$ cat config.mk
export PLATFORM = sky130hd
export DESIGN_NAME = looping_tone_sequencer_top
export DESIGN_NICKNAME = d
export VERILOG_FILES = /design/src/hw/rtl/lts_pkg.sv /design/src/hw/rtl/lts_datapath.sv /design/src/hw/rtl/lts_ctrl.sv /design/src/hw/rtl/looping_tone_sequencer_top.sv
export VERILOG_INCLUDE_DIRS = /design/src /design/src/hw/rtl
export SDC_FILE = /design/constraint.sdc
export NUM_CORES = 1
export LEC_CHECK = 0
export BUFFER_PORTS_ARGS = -buffer_cell sky130_fd_sc_hd__buf_2
export CAP_MARGIN = 5
export CORE_UTILIZATION = 55
export CTS_CLUSTER_DIAMETER = 40
export CTS_CLUSTER_SIZE = 16
export DETAILED_ROUTE_END_ITERATION = 10
export HOLD_SLACK_MARGIN = 0.02
export PLACE_DENSITY = 0.72
export SLEW_MARGIN = 20
export SYNTH_ARGS = -nofsm -noshare
export SYNTH_HDL_FRONTEND = slang
export SYNTH_HIERARCHICAL = 1
export SYNTH_SLANG_ARGS = --single-unit
$ cat constraint.sdc
create_clock -name clock -period 9.1 [get_ports clock]
set_input_delay 0.455 -clock clock [delete_from_list [all_inputs] [get_ports clock]]
set_output_delay 0.455 -clock clock [all_outputs]
set_load 0.02 [all_outputs]
$ cat src/hw/rtl/assert_macros.svh
// Assertion macros for the RTL of the tone sequencer, used by its top level.
// No dependencies; included by files that carry concurrent checks.
`ifndef ASSERT_MACROS_SVH
`define ASSERT_MACROS_SVH

// a implies b in the same cycle
`define ASSERT_IMPLIES(label, clk, rst, a, b) \
   label: assert property (@(posedge clk) disable iff (rst) (a) |-> (b)) \
      else $error("assertion failed: same-cycle implication");

// a implies b in the next cycle
`define ASSERT_NEXT(label, clk, rst, a, b) \
   label: assert property (@(posedge clk) disable iff (rst) (a) |=> (b)) \
      else $error("assertion failed: next-cycle implication");

`endif

$ cat src/hw/rtl/lts_pkg.sv
// Package for the looping tone sequencer: widths, codes, word and
// control structs. No dependencies.
package lts_pkg;

   localparam int MAX_NOTES      = 16;
   localparam int MAX_PLAY_TICKS = 600000;

   localparam int IDX_W   = $clog2(MAX_NOTES);
   localparam int CNT_W   = $clog2(MAX_NOTES + 1);
   localparam int TICK_W  = 20;
   localparam int PITCH_W = 16;
   localparam int LEN_W   = 16;
   localparam int KIND_W  = 2;

   localparam int CSR_IDX_W  = 1;
   localparam int CSR_DATA_W = 20;

   localparam logic [CSR_IDX_W-1:0] CSR_NOTE_COUNT    = 1'd0;
   localparam logic [CSR_IDX_W-1:0] CSR_PLAY_DURATION = 1'd1;

   localparam logic [KIND_W-1:0] KIND_TICK  = 2'd0;
   localparam logic [KIND_W-1:0] KIND_LOAD  = 2'd1;
   localparam logic [KIND_W-1:0] KIND_START = 2'd2;
   localparam logic [KIND_W-1:0] KIND_STOP  = 2'd3;

   typedef struct packed {
      logic [KIND_W-1:0]  kind;
      logic [3:0]         note_index;
      logic [PITCH_W-1:0] note_pitch;
      logic [LEN_W-1:0]   note_length;
   } req_word_type;

   typedef struct packed {
      logic               tone_on;
      logic [PITCH_W-1:0] tone_pitch;
      logic               is_playing;
      logic               status;
   } rsp_word_type;

   // controller -> datapath
   typedef struct packed {
      logic capture;
      logic exec;
      logic step;
      logic commit;
      logic load_rsp;
   } cmd_type;

   // datapath -> controller
   typedef struct packed {
      logic need_walk;
      logic walk_done;
   } stat_type;

endpackage

$ cat src/hw/rtl/lts_datapath.sv
// Datapath of the tone sequencer: note tables, counters, config registers,
// note walk accumulator and the result word register. Uses lts_pkg.
module lts_datapath import lts_pkg::*; (
   input  logic                  clock,
   input  logic                  reset,
   input  req_word_type          req_word,
   input  logic                  csr_wr_en,
   input  logic [CSR_IDX_W-1:0]  csr_index,
   input  logic [CSR_DATA_W-1:0] csr_wdata,
   input  cmd_type               cmd,
   output stat_type              stat,
   output rsp_word_type          rsp_word
);

   logic [KIND_W-1:0]  kind_ff;
   logic [IDX_W-1:0]   slot_ff;
   logic [PITCH_W-1:0] ld_pitch_ff;
   logic [LEN_W-1:0]   ld_len_ff;

   logic [PITCH_W-1:0] pitch_mem [MAX_NOTES];
   logic [LEN_W-1:0]   len_mem   [MAX_NOTES];

   logic [CNT_W-1:0]   note_count_ff;
   logic [TICK_W-1:0]  play_dur_ff;
   logic [CNT_W-1:0]   active_count_ff;
   logic [TICK_W-1:0]  active_dur_ff;
   logic [TICK_W-1:0]  loop_len_ff;
   logic [TICK_W-1:0]  pos_ff;
   logic [TICK_W-1:0]  elapsed_ff;
   logic               running_ff;
   logic               sounding_ff;
   logic [PITCH_W-1:0] cur_pitch_ff;
   logic               status_ff;

   logic [CNT_W-1:0]   walk_idx_ff;
   logic [TICK_W-1:0]  acc_ff;
   logic               found_ff;
   rsp_word_type       rsp_word_ff;

   logic               start_ok;
   logic [CNT_W-1:0]   count_sat;
   logic [IDX_W-1:0]   entry;
   logic [PITCH_W-1:0] entry_pitch;
   logic [TICK_W:0]    sum_wide;
   logic [TICK_W-1:0]  acc_in;
   logic               hit;
   logic [TICK_W-1:0]  pos_inc;
   logic [TICK_W-1:0]  pos_in;
   logic [TICK_W-1:0]  elapsed_in;

   assign start_ok  = !running_ff && (play_dur_ff <= TICK_W'(MAX_PLAY_TICKS));
   assign count_sat = (note_count_ff > CNT_W'(MAX_NOTES)) ? CNT_W'(MAX_NOTES)
                                                          : note_count_ff;

   assign entry       = walk_idx_ff[IDX_W-1:0];
   assign entry_pitch = pitch_mem[entry];
   assign sum_wide    = {1'b0, acc_ff} + (TICK_W+1)'(len_mem[entry]);
   assign acc_in      = sum_wide[TICK_W] ? '1 : sum_wide[TICK_W-1:0];
   assign hit         = (kind_ff == KIND_TICK) && (pos_ff <= acc_in);

   assign pos_inc    = pos_ff + 1'b1;
   assign pos_in     = (pos_inc >= loop_len_ff) ? '0 : pos_inc;
   assign elapsed_in = elapsed_ff + 1'b1;

   assign stat.need_walk = ((kind_ff == KIND_TICK) && running_ff) ||
                           ((kind_ff == KIND_START) && start_ok);
   assign stat.walk_done = (walk_idx_ff >= active_count_ff) || found_ff;

   // captured item
   always_ff @(posedge clock) begin
      if (cmd.capture) begin
         kind_ff     <= req_word.kind;
         slot_ff     <= req_word.note_index[IDX_W-1:0];
         ld_pitch_ff <= req_word.note_pitch;
         ld_len_ff   <= req_word.note_length;
      end
   end

   // note tables, undefined until loaded
   always_ff @(posedge clock) begin
      if (cmd.exec && (kind_ff == KIND_LOAD)) begin
         pitch_mem[slot_ff] <= ld_pitch_ff;
         len_mem[slot_ff]   <= ld_len_ff;
      end
   end

   always_ff @(posedge clock) begin
      if (reset) begin
         note_count_ff <= '0;
         play_dur_ff   <= '0;
      end else if (csr_wr_en) begin
         case (csr_index)
            CSR_NOTE_COUNT:    note_count_ff <= csr_wdata[CNT_W-1:0];
            CSR_PLAY_DURATION: play_dur_ff   <= csr_wdata[TICK_W-1:0];
            default:           ;
         endcase
      end
   end

   always_ff @(posedge clock) begin
      if (reset) begin
         active_count_ff <= '0;
         active_dur_ff   <= '0;
         loop_len_ff     <= '0;
         pos_ff          <= '0;
         elapsed_ff      <= '0;
         running_ff      <= 1'b0;
         sounding_ff     <= 1'b0;
         cur_pitch_ff    <= '0;
         status_ff       <= 1'b0;
         walk_idx_ff     <= '0;
         acc_ff          <= '0;
         found_ff        <= 1'b0;
      end else begin
         if (cmd.exec) begin
            walk_idx_ff <= '0;
            acc_ff      <= '0;
            found_ff    <= 1'b0;
            status_ff   <= (kind_ff == KIND_START) && !start_ok;
            if ((kind_ff == KIND_START) && start_ok) begin
               active_count_ff <= count_sat;
               active_dur_ff   <= play_dur_ff;
            end
            if ((kind_ff == KIND_STOP) && running_ff) begin
               running_ff  <= 1'b0;
               sounding_ff <= 1'b0;
            end
         end
         if (cmd.step) begin
            acc_ff      <= acc_in;
            walk_idx_ff <= walk_idx_ff + 1'b1;
            if (hit) begin
               // first note whose running end reaches the loop position
               found_ff    <= 1'b1;
               sounding_ff <= (entry_pitch != '0);
               if (entry_pitch != '0) begin
                  cur_pitch_ff <= entry_pitch;
               end
            end
         end
         if (cmd.commit) begin
            if (kind_ff == KIND_START) begin
               loop_len_ff <= acc_ff;
               pos_ff      <= '0;
               elapsed_ff  <= '0;
               running_ff  <= 1'b1;
            end else begin
               pos_ff     <= pos_in;
               elapsed_ff <= elapsed_in;
               if (elapsed_in >= active_dur_ff) begin
                  running_ff  <= 1'b0;
                  sounding_ff <= 1'b0;
               end
            end
         end
      end
   end

   always_ff @(posedge clock) begin
      if (cmd.load_rsp) begin
         rsp_word_ff.tone_on    <= sounding_ff;
         rsp_word_ff.tone_pitch <= sounding_ff ? cur_pitch_ff : '0;
         rsp_word_ff.is_playing <= running_ff;
         rsp_word_ff.status     <= status_ff;
      end
   end

   assign rsp_word = rsp_word_ff;

endmodule

$ cat src/hw/rtl/lts_ctrl.sv
// Controller of the tone sequencer: sequences capture, execute, note walk,
// commit and result handoff; owns the result valid. Uses lts_pkg.
module lts_ctrl import lts_pkg::*; (
   input  logic     clock,
   input  logic     reset,
   input  logic     req_valid,
   output logic     req_stall,
   output logic     rsp_valid,
   input  logic     rsp_stall,
   input  stat_type stat,
   output cmd_type  cmd
);

   typedef enum logic [2:0] {
      S_IDLE,
      S_EXEC,
      S_WALK,
      S_COMMIT,
      S_FINISH
   } state_type;

   state_type state_ff;
   state_type state_in;
   logic      rsp_valid_ff;
   logic      rsp_free;

   assign rsp_free  = !rsp_valid_ff || !rsp_stall;
   assign req_stall = (state_ff != S_IDLE);
   assign rsp_valid = rsp_valid_ff;

   always_comb begin
      cmd      = '0;
      state_in = state_ff;
      case (state_ff)
         S_IDLE: begin
            if (req_valid) begin
               cmd.capture = 1'b1;
               state_in    = S_EXEC;
            end
         end
         S_EXEC: begin
            cmd.exec = 1'b1;
            state_in = stat.need_walk ? S_WALK : S_FINISH;
         end
         S_WALK: begin
            if (stat.walk_done) begin
               state_in = S_COMMIT;
            end else begin
               cmd.step = 1'b1;
            end
         end
         S_COMMIT: begin
            cmd.commit = 1'b1;
            state_in   = S_FINISH;
         end
         S_FINISH: begin
            if (rsp_free) begin
               cmd.load_rsp = 1'b1;
               state_in     = S_IDLE;
            end
         end
         default: state_in = S_IDLE;
      endcase
   end

   always_ff @(posedge clock) begin
      if (reset) begin
         state_ff     <= S_IDLE;
         rsp_valid_ff <= 1'b0;
      end else begin
         state_ff <= state_in;
         if (cmd.load_rsp) begin
            rsp_valid_ff <= 1'b1;
         end else if (rsp_valid_ff && !rsp_stall) begin
            rsp_valid_ff <= 1'b0;
         end
      end
   end

endmodule

$ cat src/hw/rtl/looping_tone_sequencer_top.sv
// Looping tone sequencer: a note table played as a repeating melody.
// Input channel (req_): one word per item: tick, load note, start or stop.
// Result channel (rsp_): exactly one word per item, in item order, with the
// tone state, play state and a reject flag for a start that is refused.
// Config port (csr_): note_count at index 0, play_duration at index 1;
// written only while idle: a rule for the user that the block does not
// enforce. Values are picked up by the next accepted start.
// A load, stop, idle tick or refused start goes through execute and
// finish; an accepted start or a playing tick also walks the note table
// one note per cycle and then commits before it finishes.
// One item is in work at a time; req_stall is high from accept until its
// word enters the output register. The next item is taken while that word
// still waits on rsp_stall; its own result then waits for the slot.
// Reset (synchronous, active high) stops playback, silences the tone and
// clears the counters, config and state registers; the note table holds
// no reset value and a slot must be loaded before it is played.
// Depends on lts_pkg, lts_ctrl, lts_datapath and assert_macros.svh.
`include "assert_macros.svh"

module looping_tone_sequencer_top import lts_pkg::*; (
   input  logic                  clock,
   input  logic                  reset,
   input  logic                  req_valid,
   output logic                  req_stall,
   input  req_word_type          req_word,
   output logic                  rsp_valid,
   input  logic                  rsp_stall,
   output rsp_word_type          rsp_word,
   input  logic                  csr_wr_en,
   input  logic [CSR_IDX_W-1:0]  csr_index,
   input  logic [CSR_DATA_W-1:0] csr_wdata
);

   cmd_type  cmd;
   stat_type stat;

   lts_ctrl u_ctrl (
      .clock     (clock),
      .reset     (reset),
      .req_valid (req_valid),
      .req_stall (req_stall),
      .rsp_valid (rsp_valid),
      .rsp_stall (rsp_stall),
      .stat      (stat),
      .cmd       (cmd)
   );

   lts_datapath u_datapath (
      .clock     (clock),
      .reset     (reset),
      .req_word  (req_word),
      .csr_wr_en (csr_wr_en),
      .csr_index (csr_index),
      .csr_wdata (csr_wdata),
      .cmd       (cmd),
      .stat      (stat),
      .rsp_word  (rsp_word)
   );

   // busy right after an accepted word
   `ASSERT_NEXT(a_busy_after_accept, clock, reset, req_valid && !req_stall, req_stall)
   // a sounding tone implies the sequence is running
   `ASSERT_IMPLIES(a_tone_needs_play, clock, reset, rsp_valid && rsp_word.tone_on, rsp_word.is_playing)
   // a new result word only comes out of an item in work
   `ASSERT_IMPLIES(a_rsp_from_work, clock, reset, $rose(rsp_valid), $past(req_stall))

endmodule

==> results of run 1 <==
## cell families (layout without fill, tap and decap cells)
kind of cell,after synthesis,in the layout,synth area share (%)
AO/OA/AOI/OAI,297,297,6.441
AND/OR/NAND/NOR,479,479,7.500
multiplexers,184,184,11.97
flip-flops,732,732,67.32
adder cells (fa/ha/maj),85,85,3.543
buffers and inverters,151,408,2.012
XOR/XNOR,42,42,1.217
## layout make-up
| type | instances | area [µm²] |
|---|---|---|
| clock inverters | 82 | 887.1 |
| multi-input cells | 1087 | 9404 |
| repair buffers | 159 | 1079 |
| clock buffers | 108 | 2595 |
| flip-flops and latches | 732 | 20360 |
| inverters | 59 | 221.5 |
| well taps | 696 | 870.8 |
| fillers | 3685 | 18610 |
## synthesized netlist by cell type (all sizes together), types with 5 or more instances
master  count
a221oi      5
nor3       27
nor2b      31
buf        23
a211oi      6
and3       15
o21ai      54
or2         9
a22oi      42
a21o       30
ha         84
a22o       13
clkbuf     69
or3b        5
xor2       18
nand2     158
mux2i      42
nand4      13
inv        58
or3         7
nand3b      5
and2       26
xnor2      24
nor2      124
o21a        6
dfxtp     163
mux4      142
a21oi     107
edfxtp    569
nand2b     12
nand3      32
## state kept, by name, summed over array words and instances (netlist names), 2 cells and up, named ones only
register and flops:
u_datapath/loop_len_ff 20, u_datapath/pitch_mem 256, u_datapath/len_mem 256, u_datapath/ld_len_ff 16
u_datapath/cur_pitch_ff 16, u_datapath/play_dur_ff 20, u_datapath/active_dur_ff 20, u_datapath/elapsed_ff 20
u_datapath/pos_ff 20, u_datapath/note_count_ff 5, u_datapath/kind_ff 2, u_datapath/rsp_word 19
u_datapath/ld_pitch_ff 16, u_datapath/active_count_ff 5, u_ctrl/state_ff 3, u_datapath/slot_ff 4
u_datapath/walk_idx_ff 5, u_datapath/acc_ff 20
## critical path, delay by kind of cell (launching register included)
kind / cells / cell delay [ns]
buffers and inverters: 2 / 0.74
flip-flops: 1 / 0.84
multiplexers: 2 / 1.10
AND/OR/NAND/NOR: 5 / 1.62
AO/OA/AOI/OAI: 10 / 2.26
adder cells (fa/ha/maj): 2 / 0.69
## worst max path at each step
stage | start | end | slack [ns] | cells after the start
2_1_floorplan | flip-flop | u_datapath/cur_pitch_ff[4] | 1.94 | 28
3_3_place_gp | flip-flop | u_datapath/sounding_ff | 1.98 | 21
3_5_place_dp | flip-flop | u_datapath/sounding_ff | 1.70 | 21
4_1_cts | flip-flop | u_datapath/sounding_ff | 1.64 | 21
5_1_grt | flip-flop | u_datapath/sounding_ff | 1.11 | 21
6_report | flip-flop | u_datapath/sounding_ff | 1.69 | 21
## through the flow
step	setup WS, ns	utilization (%)	std cells	instance area (µm²)	hold WS [ns]
global placement	1.984	58.42	2696	31560	0.4216
floorplan	1.937	-	1970	30230	0.4081
CTS	1.642	65.55	2923	35410	0.02647
finish	1.692	65.55	2923	35410	0.05992
detailed placement	1.703	58.42	2696	31560	0.4239
global route	1.107	65.55	2923	35410	0.03661
## where the power goes
part           switching [mW]  internal (mW)  leakage, nW
Combinational          0.0633         0.0412         4.22
Clock                    1.58           2.39         1.66
Sequential             0.0543           3.64         6.47
Total                    1.70           6.07         12.3
## routing by layer
metal  up-vias  global-route usage [%]  routed length (µm)
met2       669                   39.46               32500
met4         0                   6.867                1381
met1      8805                   33.58               28190
met3       121                   5.535                5107
li1       7963                       -                   -
met5         -                       0                   0
==> results.md, run 1 <==
- The run finished with clean final reports.
- Global routing used between 20% and 30% of the available tracks.
- During I/O placement, the number of pins put on the boundary was between 80 and 90.
- The die outline height is 236.4 µm.
- The total via count after detailed routing is 17558.
- The end of the worst register-to-register path is u_datapath/sounding_ff.
- Once the floorplan was initialized, standard cells occupied 55.95% of the core.
- Setup repair after global routing left no endpoint under its margin.
- The number of global-route vias before repair came to approximately 18000.
- The synthesized area divided by synthesized cell count is ~15 µm².
- The share of synthesized flip-flops with an asynchronous set or reset is 0%.
- The clock latency reported for the late side of the worst-skew pair is around 0.65 ns.
- The aggregate global routing overflow is 0.
- The static leakage is 12.34 nW.
- The number of nets still failing antenna checks after routing is 0.
- The minimum setup slack among reg-to-reg paths is between 1.5 and 2 ns.
- The last weighted congestion value of the routability-driven placer is roughly 0.9.
- Buffers added to address setup during post-CTS repair amount to 0.
- In this run, the number of DRC markers left after iteration 0 of detailed routing was 1390.
- The cell area after synthesis is 30230 µm².
- The smallest clock period supported by the final layout is computed as between 7 and 8 ns.
- The first global-routing pass estimated approximately 100000 µm of wire.
- The depth of the worst register-to-register path is 21.
- The total setup violations reported at the end of the flow is 0.
- The root buffer cell chosen for the clock tree is clkbuf_16.
- The signal on the critical path passes through buf_4 -> mux4_2 -> mux4_2 -> ha_1 -> a21oi_1 -> o21ai_1 -> a21oi_1 -> o31ai_1 -> and3_1 -> nand3b_1 -> o21ai_0 -> ha_1 -> nand4_1 -> nor4bb_1 -> nand4_1 -> a31o_2 -> a21oi_2 -> buf_4 -> o31ai_4 -> o21a_1 -> a211oi_1.
- The residual DRC count is 0.
- The kind of start point of the critical path is a flip-flop.
- The number of buffers inserted for hold repair after clock tree synthesis is 37.
- The first detailed-routing pass took 5 iterations.
- The most common cell after layout, fill and taps aside is edfxtp_1.
- In this run the worst path has a maximum fanout of 38.
- For this run, the top clock speed supported by timing is 135.0 MHz.
- Yosys printed 6 warnings.
- TritonCTS built the clock tree.
- The cell type contributing the most total cell area after synthesis is edfxtp_1.
- The count of final max-slew check failures is 0.
- The post-cts repair resize count is 0.
- Counting flops with a built-in enable in the synthesized netlist gives approximately 570.
- The worst min-delay path endpoint is u_datapath/play_dur_ff[10].
- The largest single stage delay on the critical path is ~0.84 ns.
- The clock-pin slew on the worst setup and hold paths is roughly 0.06 ns.
- The tree built by TritonCTS fans out to between 700 and 800 sinks.
- Headroom to the max-slew limit came out at between 20% and 30%.
- In this run, synthesis produced a sequential element count of 732.
- The final hold violation count is 0.
- Yosys attributes the largest share of cell area to edfxtp_1 57%, dfxtp_1 11%, mux4_2 11%.
- Overall power consumption after layout is estimated at 7.771 mW.
- The class of the worst hold path is in -> reg.
- For this design, the slowest cell found on the critical path is dfxtp_4.
- Row generation in the floorplan step produced 85 rows.
- Across the VDD grid, the largest voltage drop is around 0.19 mV.
- The H-tree generated during clock tree synthesis spans 3 levels.
- The start point of the worst min-delay path is csr_wdata[10].
- Of the available clock period, the critical path in the final layout requires 81.41%.
- The region available for standard cell placement spans 54030 µm².
- The main flop type after synthesis is edfxtp_1.
- The per-cell via count in the routed design is between 6 and 7.
- The setup clock skew after layout is ~0.027 ns.
- Measured along the x axis, the die boundary spans 236.4 µm.
- The die covers ~56000 µm².
- The area growth from synthesis to final layout is 17.15%.
- The data required time of the worst path is between 9 and 10 ns.
- The fraction of final layout cells with drive strength greater than 1 is between 20% and 30%.
- The net count of the finished layout is between 2000 and 2500.
- In the synthesized netlist, the number of instances is slightly below 2000.
- The sort of element at the end of the critical path is a flip-flop.
- Buffers inserted during clock tree synthesis total between 100 and 150.
- In this run the power density over the cells is 219.4 nW/µm².
- The critical path data arrival time is roughly 8.0 ns.
- The number of distinct standard cells referenced by the synthesized netlist is between 60 and 70.
- The number of nets in the synthesized netlist is approximately 2100.
- The worst hold path depth is 3.
- The area share of the largest cell type after synthesis is 56.52%.
- The max-capacitance violation count is 0.
- Detailed placement ended at an HPWL of a little under 40000 µm.
- The slew of the pin with the lowest slew margin is between 1 and 1.5 ns.
- Setup total negative slack on the finished layout was measured at 0 ns.
- In the layout the commonest cells are 569 x edfxtp_1, 161 x dfxtp_1, 158 x nand2_1, 142 x mux4_2, 111 x nor2_1.
- The number of antenna violations at the first check in global routing is 0.
- The sequential area share after synthesis is between 60% and 70%.
- Wires add up to between 60000 and 70000 µm.
- The antenna cell count is 0.
- After detailed routing, the average wire length per cell comes to approximately 23 µm.
- Counting along the longest clock path gives a buffer depth of 3.
- The number of port buffers is 84.
- Entering global routing, the biggest net connects 75 pins.
- The critical path class is reg -> reg.
Power figures use the tool's default switching activity.
==> run 2: changes to the inputs <==
Settings changed: ABC_AREA from default to 1.
Clock period 9.1 ns to 7.7 ns, I/O delays scaled along.
==> run 2 against run 1 <==
- global-route usage is 1.3 points higher
- largest cell class unchanged
- highest routed layer unchanged
- critical endpoint is now u_datapath/cur_pitch_ff[5]
- maximum frequency is 24% higher
- final cell count is 38% higher
==> results.md, run 2 <==
- Run status: complete, no violations (unchanged).
- The number of distinct standard cells referenced by the synthesized netlist is 47 (was 68).
- The minimum setup slack among reg-to-reg paths is 1.71 ns (was 1.69 ns).
- The number of nets still failing antenna checks after routing is 0 (unchanged).
- The TritonCTS clock tree is built (unchanged).
- The per-cell via count in the routed design is 5.663 (was 6.007).
- The aggregate global routing overflow is 0 (unchanged).
- The highest net fanout along the worst path is 156 (was 38).
- The static leakage was 13.98 nW (was 12.34 nW).
- The number of DRC markers after the initial detailed-route iteration is 2454 (was 1390).
- The area growth from synthesis to final layout was 15.04% (was 17.15%).
- The met3 demand-to-capacity share in global routing is 5.527% (was 5.535%).
- The standard-cell row count is 87 (was 85).
- The most frequent cell after synthesis was nand2_1 (was edfxtp_1).
- The cell chosen for the clock root is clkbuf_16 (unchanged).
- The final hold violation count is 0 (unchanged).
- The sequential area share after synthesis was 64.31% (was 67.32%).
- The count of boundary I/O pins is 85 (unchanged).
- The last weighted congestion value of the routability-driven placer is 0.9305 (was 0.8918).
- The setup clock skew after layout is 0.02595 ns (was 0.02687 ns).
- The largest vdd supply drop is 0.2111 mV (was 0.1865 mV).
- The power density normalized to cell area is 245.6 nW/µm² (was 219.4 nW/µm²).
- The maximum number of pins on one net before global-route repair came to 159 (was 75).
- The residual DRC count was 0 (unchanged).
- The main flop type after synthesis was edfxtp_1 (unchanged).
- The number of clock sinks is 732 (unchanged).
- The wire length of the first global-routing pass is 118600 µm (was 102900 µm).
- The depth of the worst register-to-register path was 27 (was 21).
- The most crowded layer after global routing was met2 (unchanged).
- The number of antenna violations at the first check in global routing came to 0 (unchanged).
- The cell type contributing the most total cell area after synthesis is edfxtp_1 (unchanged).
- The clock latency reported for the late side of the worst-skew pair came to 0.64 ns (was 0.65 ns).
- The count of final max-slew check failures is 0 (unchanged).
- The most common cell after layout, fill and taps aside is nand2_1 (was edfxtp_1).
- The die outline height is 241.9 µm (was 236.4 µm).
- The global-route met1 utilization is 34.73% (was 33.58%).
- The area share of the largest cell type after synthesis is 54.00% (was 56.52%).
- The final period utilization came to 77.75% (was 81.41%).
- The final routed wirelength across all metal layers is 76030 µm (was 67180 µm).
- The data required time of the worst path came to 8.22 ns (was 9.64 ns).
- The critical path class is reg -> reg (unchanged).
- The slew of the pin with the lowest slew margin is 1.129 ns (was 1.174 ns).
- The per-cell routed wire length is 18.83 µm (was 22.98 µm).
- The number of buffers added by the clock tree synthesis step is 91 (was 102).
- The highest attainable clock frequency is 167.0 MHz (was 135.0 MHz).
- The area of the die is 58500 µm² (was 55900 µm²).
- The fraction of final layout cells with drive strength greater than 1 is 9.723% (was 22.27%).
- The count of flip-flops with a built-in enable after synthesis is 569 (unchanged).
- The start point of the worst min-delay path is csr_wdata[10] (unchanged).
- The synthesized netlist net count is 3246 (was 2119).
- The synthesized area divided by synthesized cell count is 10.22 µm² (was 15.34 µm²).
- Setup repair after global routing missed its margin: false (unchanged).
- Registers with the highest flip-flop counts: u_datapath/len_mem: 256 flops, u_datapath/pitch_mem: 256 flops (unchanged).
- The share of synthesized flip-flops with an asynchronous set or reset is 0% (unchanged).
- Cell types occupying the most area after synthesis: edfxtp_1 54%, dfxtp_1 10%, nand2_1 7.7% (was edfxtp_1 57%, dfxtp_1 11%, mux4_2 11%).
- The number of port buffers is 84 (unchanged).
- The placeable core area is 56600 µm² (was 54030 µm²).
- The post-cts repair resize count is 0 (unchanged).
- The initial core utilization is 55.90% (was 55.95%).
- The class of the worst hold path is in -> reg (unchanged).
- The worst hold path depth is 3 (unchanged).
- The total of warnings raised by yosys was 6 (unchanged).
- The worst min-delay path endpoint was u_datapath/play_dur_ff[10] (unchanged).
- The total of flip-flops plus latches after synthesis is 732 (unchanged).
- The number of nets at the end of the flow is 3354 (was 2290).
- The clock-pin slew on the worst setup and hold paths came to 0.06 ns (about the same).
- The global routing met2 resource utilization is 41.11% (was 39.46%).
- The post-layout minimum cycle time came to 5.987 ns (was 7.408 ns).
- The total setup violations reported at the end of the flow came to 0 (unchanged).
- The max-capacitance violation count is 0 (unchanged).
- The summed negative setup slack over all endpoints was 0 ns (unchanged).
- The all-layer global routing usage came to 25.78% (was 24.47%).
- The critical path data arrival time came to 6.51 ns (was 7.95 ns).
- The number of levels in the clock H-tree is 3 (unchanged).
- The antenna cell count is 0 (unchanged).
- Commonest cells in the netlist: 652 x nand2_1, 569 x edfxtp_1, 315 x nor2_1, 294 x inv_1, 245 x o21ai_0 (was 569 x edfxtp_1, 163 x dfxtp_1, 158 x nand2_1, 142 x mux4_2, 123 x nor2_1).
- The total via count after detailed routing is 22862 (was 17558).
- The worst hold slack after final layout was 0.04073 ns (was 0.05992 ns).
- The first-pass iteration count of the detailed router was 5 (unchanged).
- The count of fill cells added during filler insertion came to 4348 (was 3685).
- The post-detailed-placement half-perimeter wirelength was 43380 µm (was 39170 µm).
- The end of the worst register-to-register path is u_datapath/cur_pitch_ff[5] (was u_datapath/sounding_ff).
- The cell area after synthesis was 31640 µm² (was 30230 µm²).
- The kind of start point of the critical path is a flip-flop (unchanged).
- The number of global-route vias before repair is 22021 (was 17644).
- The gate count of the mapped netlist is 3097 (was 1970).
- The sort of element at the end of the critical path is a flip-flop (unchanged).
- The remaining max-slew budget at the tightest pin is 24.72% (was 21.42%).
- The die width is 241.9 µm (was 236.4 µm).
- Most used cells in the layout excluding fill and tap cells: 652 x nand2_1, 569 x edfxtp_1, 298 x nor2_1, 291 x inv_1, 245 x o21ai_0 (was 569 x edfxtp_1, 161 x dfxtp_1, 158 x nand2_1, 142 x mux4_2, 111 x nor2_1).
- The largest buffer count on any clock path was 3 (unchanged).
==> run 2: cell types whose count changed after synthesis, sizes merged, moves of 142 or more <==
cell,change
nor2,+194
mux4,-142
o21ai,+197
inv,+240
nand2,+495
nand3,+185
==> run 2: what timing repair did <==
action                                  4_1_cts  5_1_grt
buffers inserted                              0        0
hold buffers                                 48        0
hold endpoints to repair                     48        0
endpoints found under the setup margin        0        0
==> run 2: critical path: stages, from the launching register on <==
cell and delay [ns]:
dfxtp_4 0.51, inv_6 0.83, o21ai_0 0.16, o221ai_1 0.21, o211ai_1 0.12, nand2_1 0.13
ha_1 0.20, fa_1 0.23, nand3_1 0.09, nand2_1 0.13, nand2_1 0.06, nand2_1 0.13
nand3_1 0.09, nand2_1 0.11, nand3_1 0.52, nand3_1 0.35, inv_1 0.07, ha_1 0.30
nand2_1 0.07, nor2_1 0.16, nand2_1 0.13, nor3_1 0.24, nand3_1 0.14, a21oi_2 0.17
buf_4 0.33, nand3_1 0.13, nand2_1 0.11, nor2_1 0.05
==> run 2: through the flow <==
step / instances / utilization, % / setup slack, ns / cell area, µm² / power (mW)
4_1_cts: 4037 / 64.31 / 1.821 / 36400 / 8.998
5_1_grt: 4037 / 64.31 / 1.208 / 36400 / 9.206
3_5_place_dp: 3820 / 57.98 / 1.850 / 32820 / 4.723
3_3_place_gp: 3820 / 57.97 / 2.101 / 32820 / 4.711
2_1_floorplan: 3097 / - / 2.922 / 31640 / 4.611
6_report: 4037 / 64.31 / 1.713 / 36400 / 8.942
==> run 2: worst max-delay path by stage <==
| stage | startpoint | endpoint | slack [ns] | depth (start not counted) |
|---|---|---|---|---|
| global route | flip-flop | u_datapath/cur_pitch_ff[15] | 1.21 | 27 |
| floorplan | flip-flop | u_datapath/cur_pitch_ff[10] | 2.92 | 30 |
| CTS | flip-flop | u_datapath/cur_pitch_ff[5] | 1.82 | 27 |
| finish | flip-flop | u_datapath/cur_pitch_ff[5] | 1.71 | 27 |
| detailed placement | flip-flop | u_datapath/cur_pitch_ff[5] | 1.85 | 27 |
| global placement | flip-flop | u_datapath/cur_pitch_ff[7] | 2.10 | 27 |
==> run 2: metal layers <==
metal | up-vias | wire (µm)
li1 | 10850 | -
met1 | 10863 | 32340
met2 | 964 | 34690
met3 | 185 | 6472
met4 | 0 | 2536
met5 | - | 0
==> run 2: logic make-up (layout without fill, tap and decap cells) <==
family / count (synthesis) / count (layout) / synth area share (%)
buffers and inverters: 454 / 638 / 5.579
adder cells (fa/ha/maj): 85 / 85 / 3.385
AO/OA/AOI/OAI: 544 / 544 / 9.593
AND/OR/NAND/NOR: 1241 / 1241 / 16.00
XOR/XNOR: 41 / 41 / 1.135
flip-flops: 732 / 732 / 64.31
==> run 2: where the power goes <==
group          switching [mW]  internal (mW)  leakage (nW)  total, mW
Clock                    1.74           2.54          1.50       4.28
Sequential             0.0792           4.34          6.48       4.42
Combinational           0.159         0.0793          6.01      0.238
==> run 2: area by class of cell <==
type                            instances  area [µm²]  share of cell area, %
Multi-Input combinational cell       1911        9659                  26.53
Timing Repair Buffer                  170        1199                  3.293
Tap cell                              756       945.9                  2.598
Inverter                              299        1135                  3.117
Clock buffer                          103        2364                  6.493
Sequential cell                       732       20360                  55.93
Clock inverter                         66       740.7                  2.035
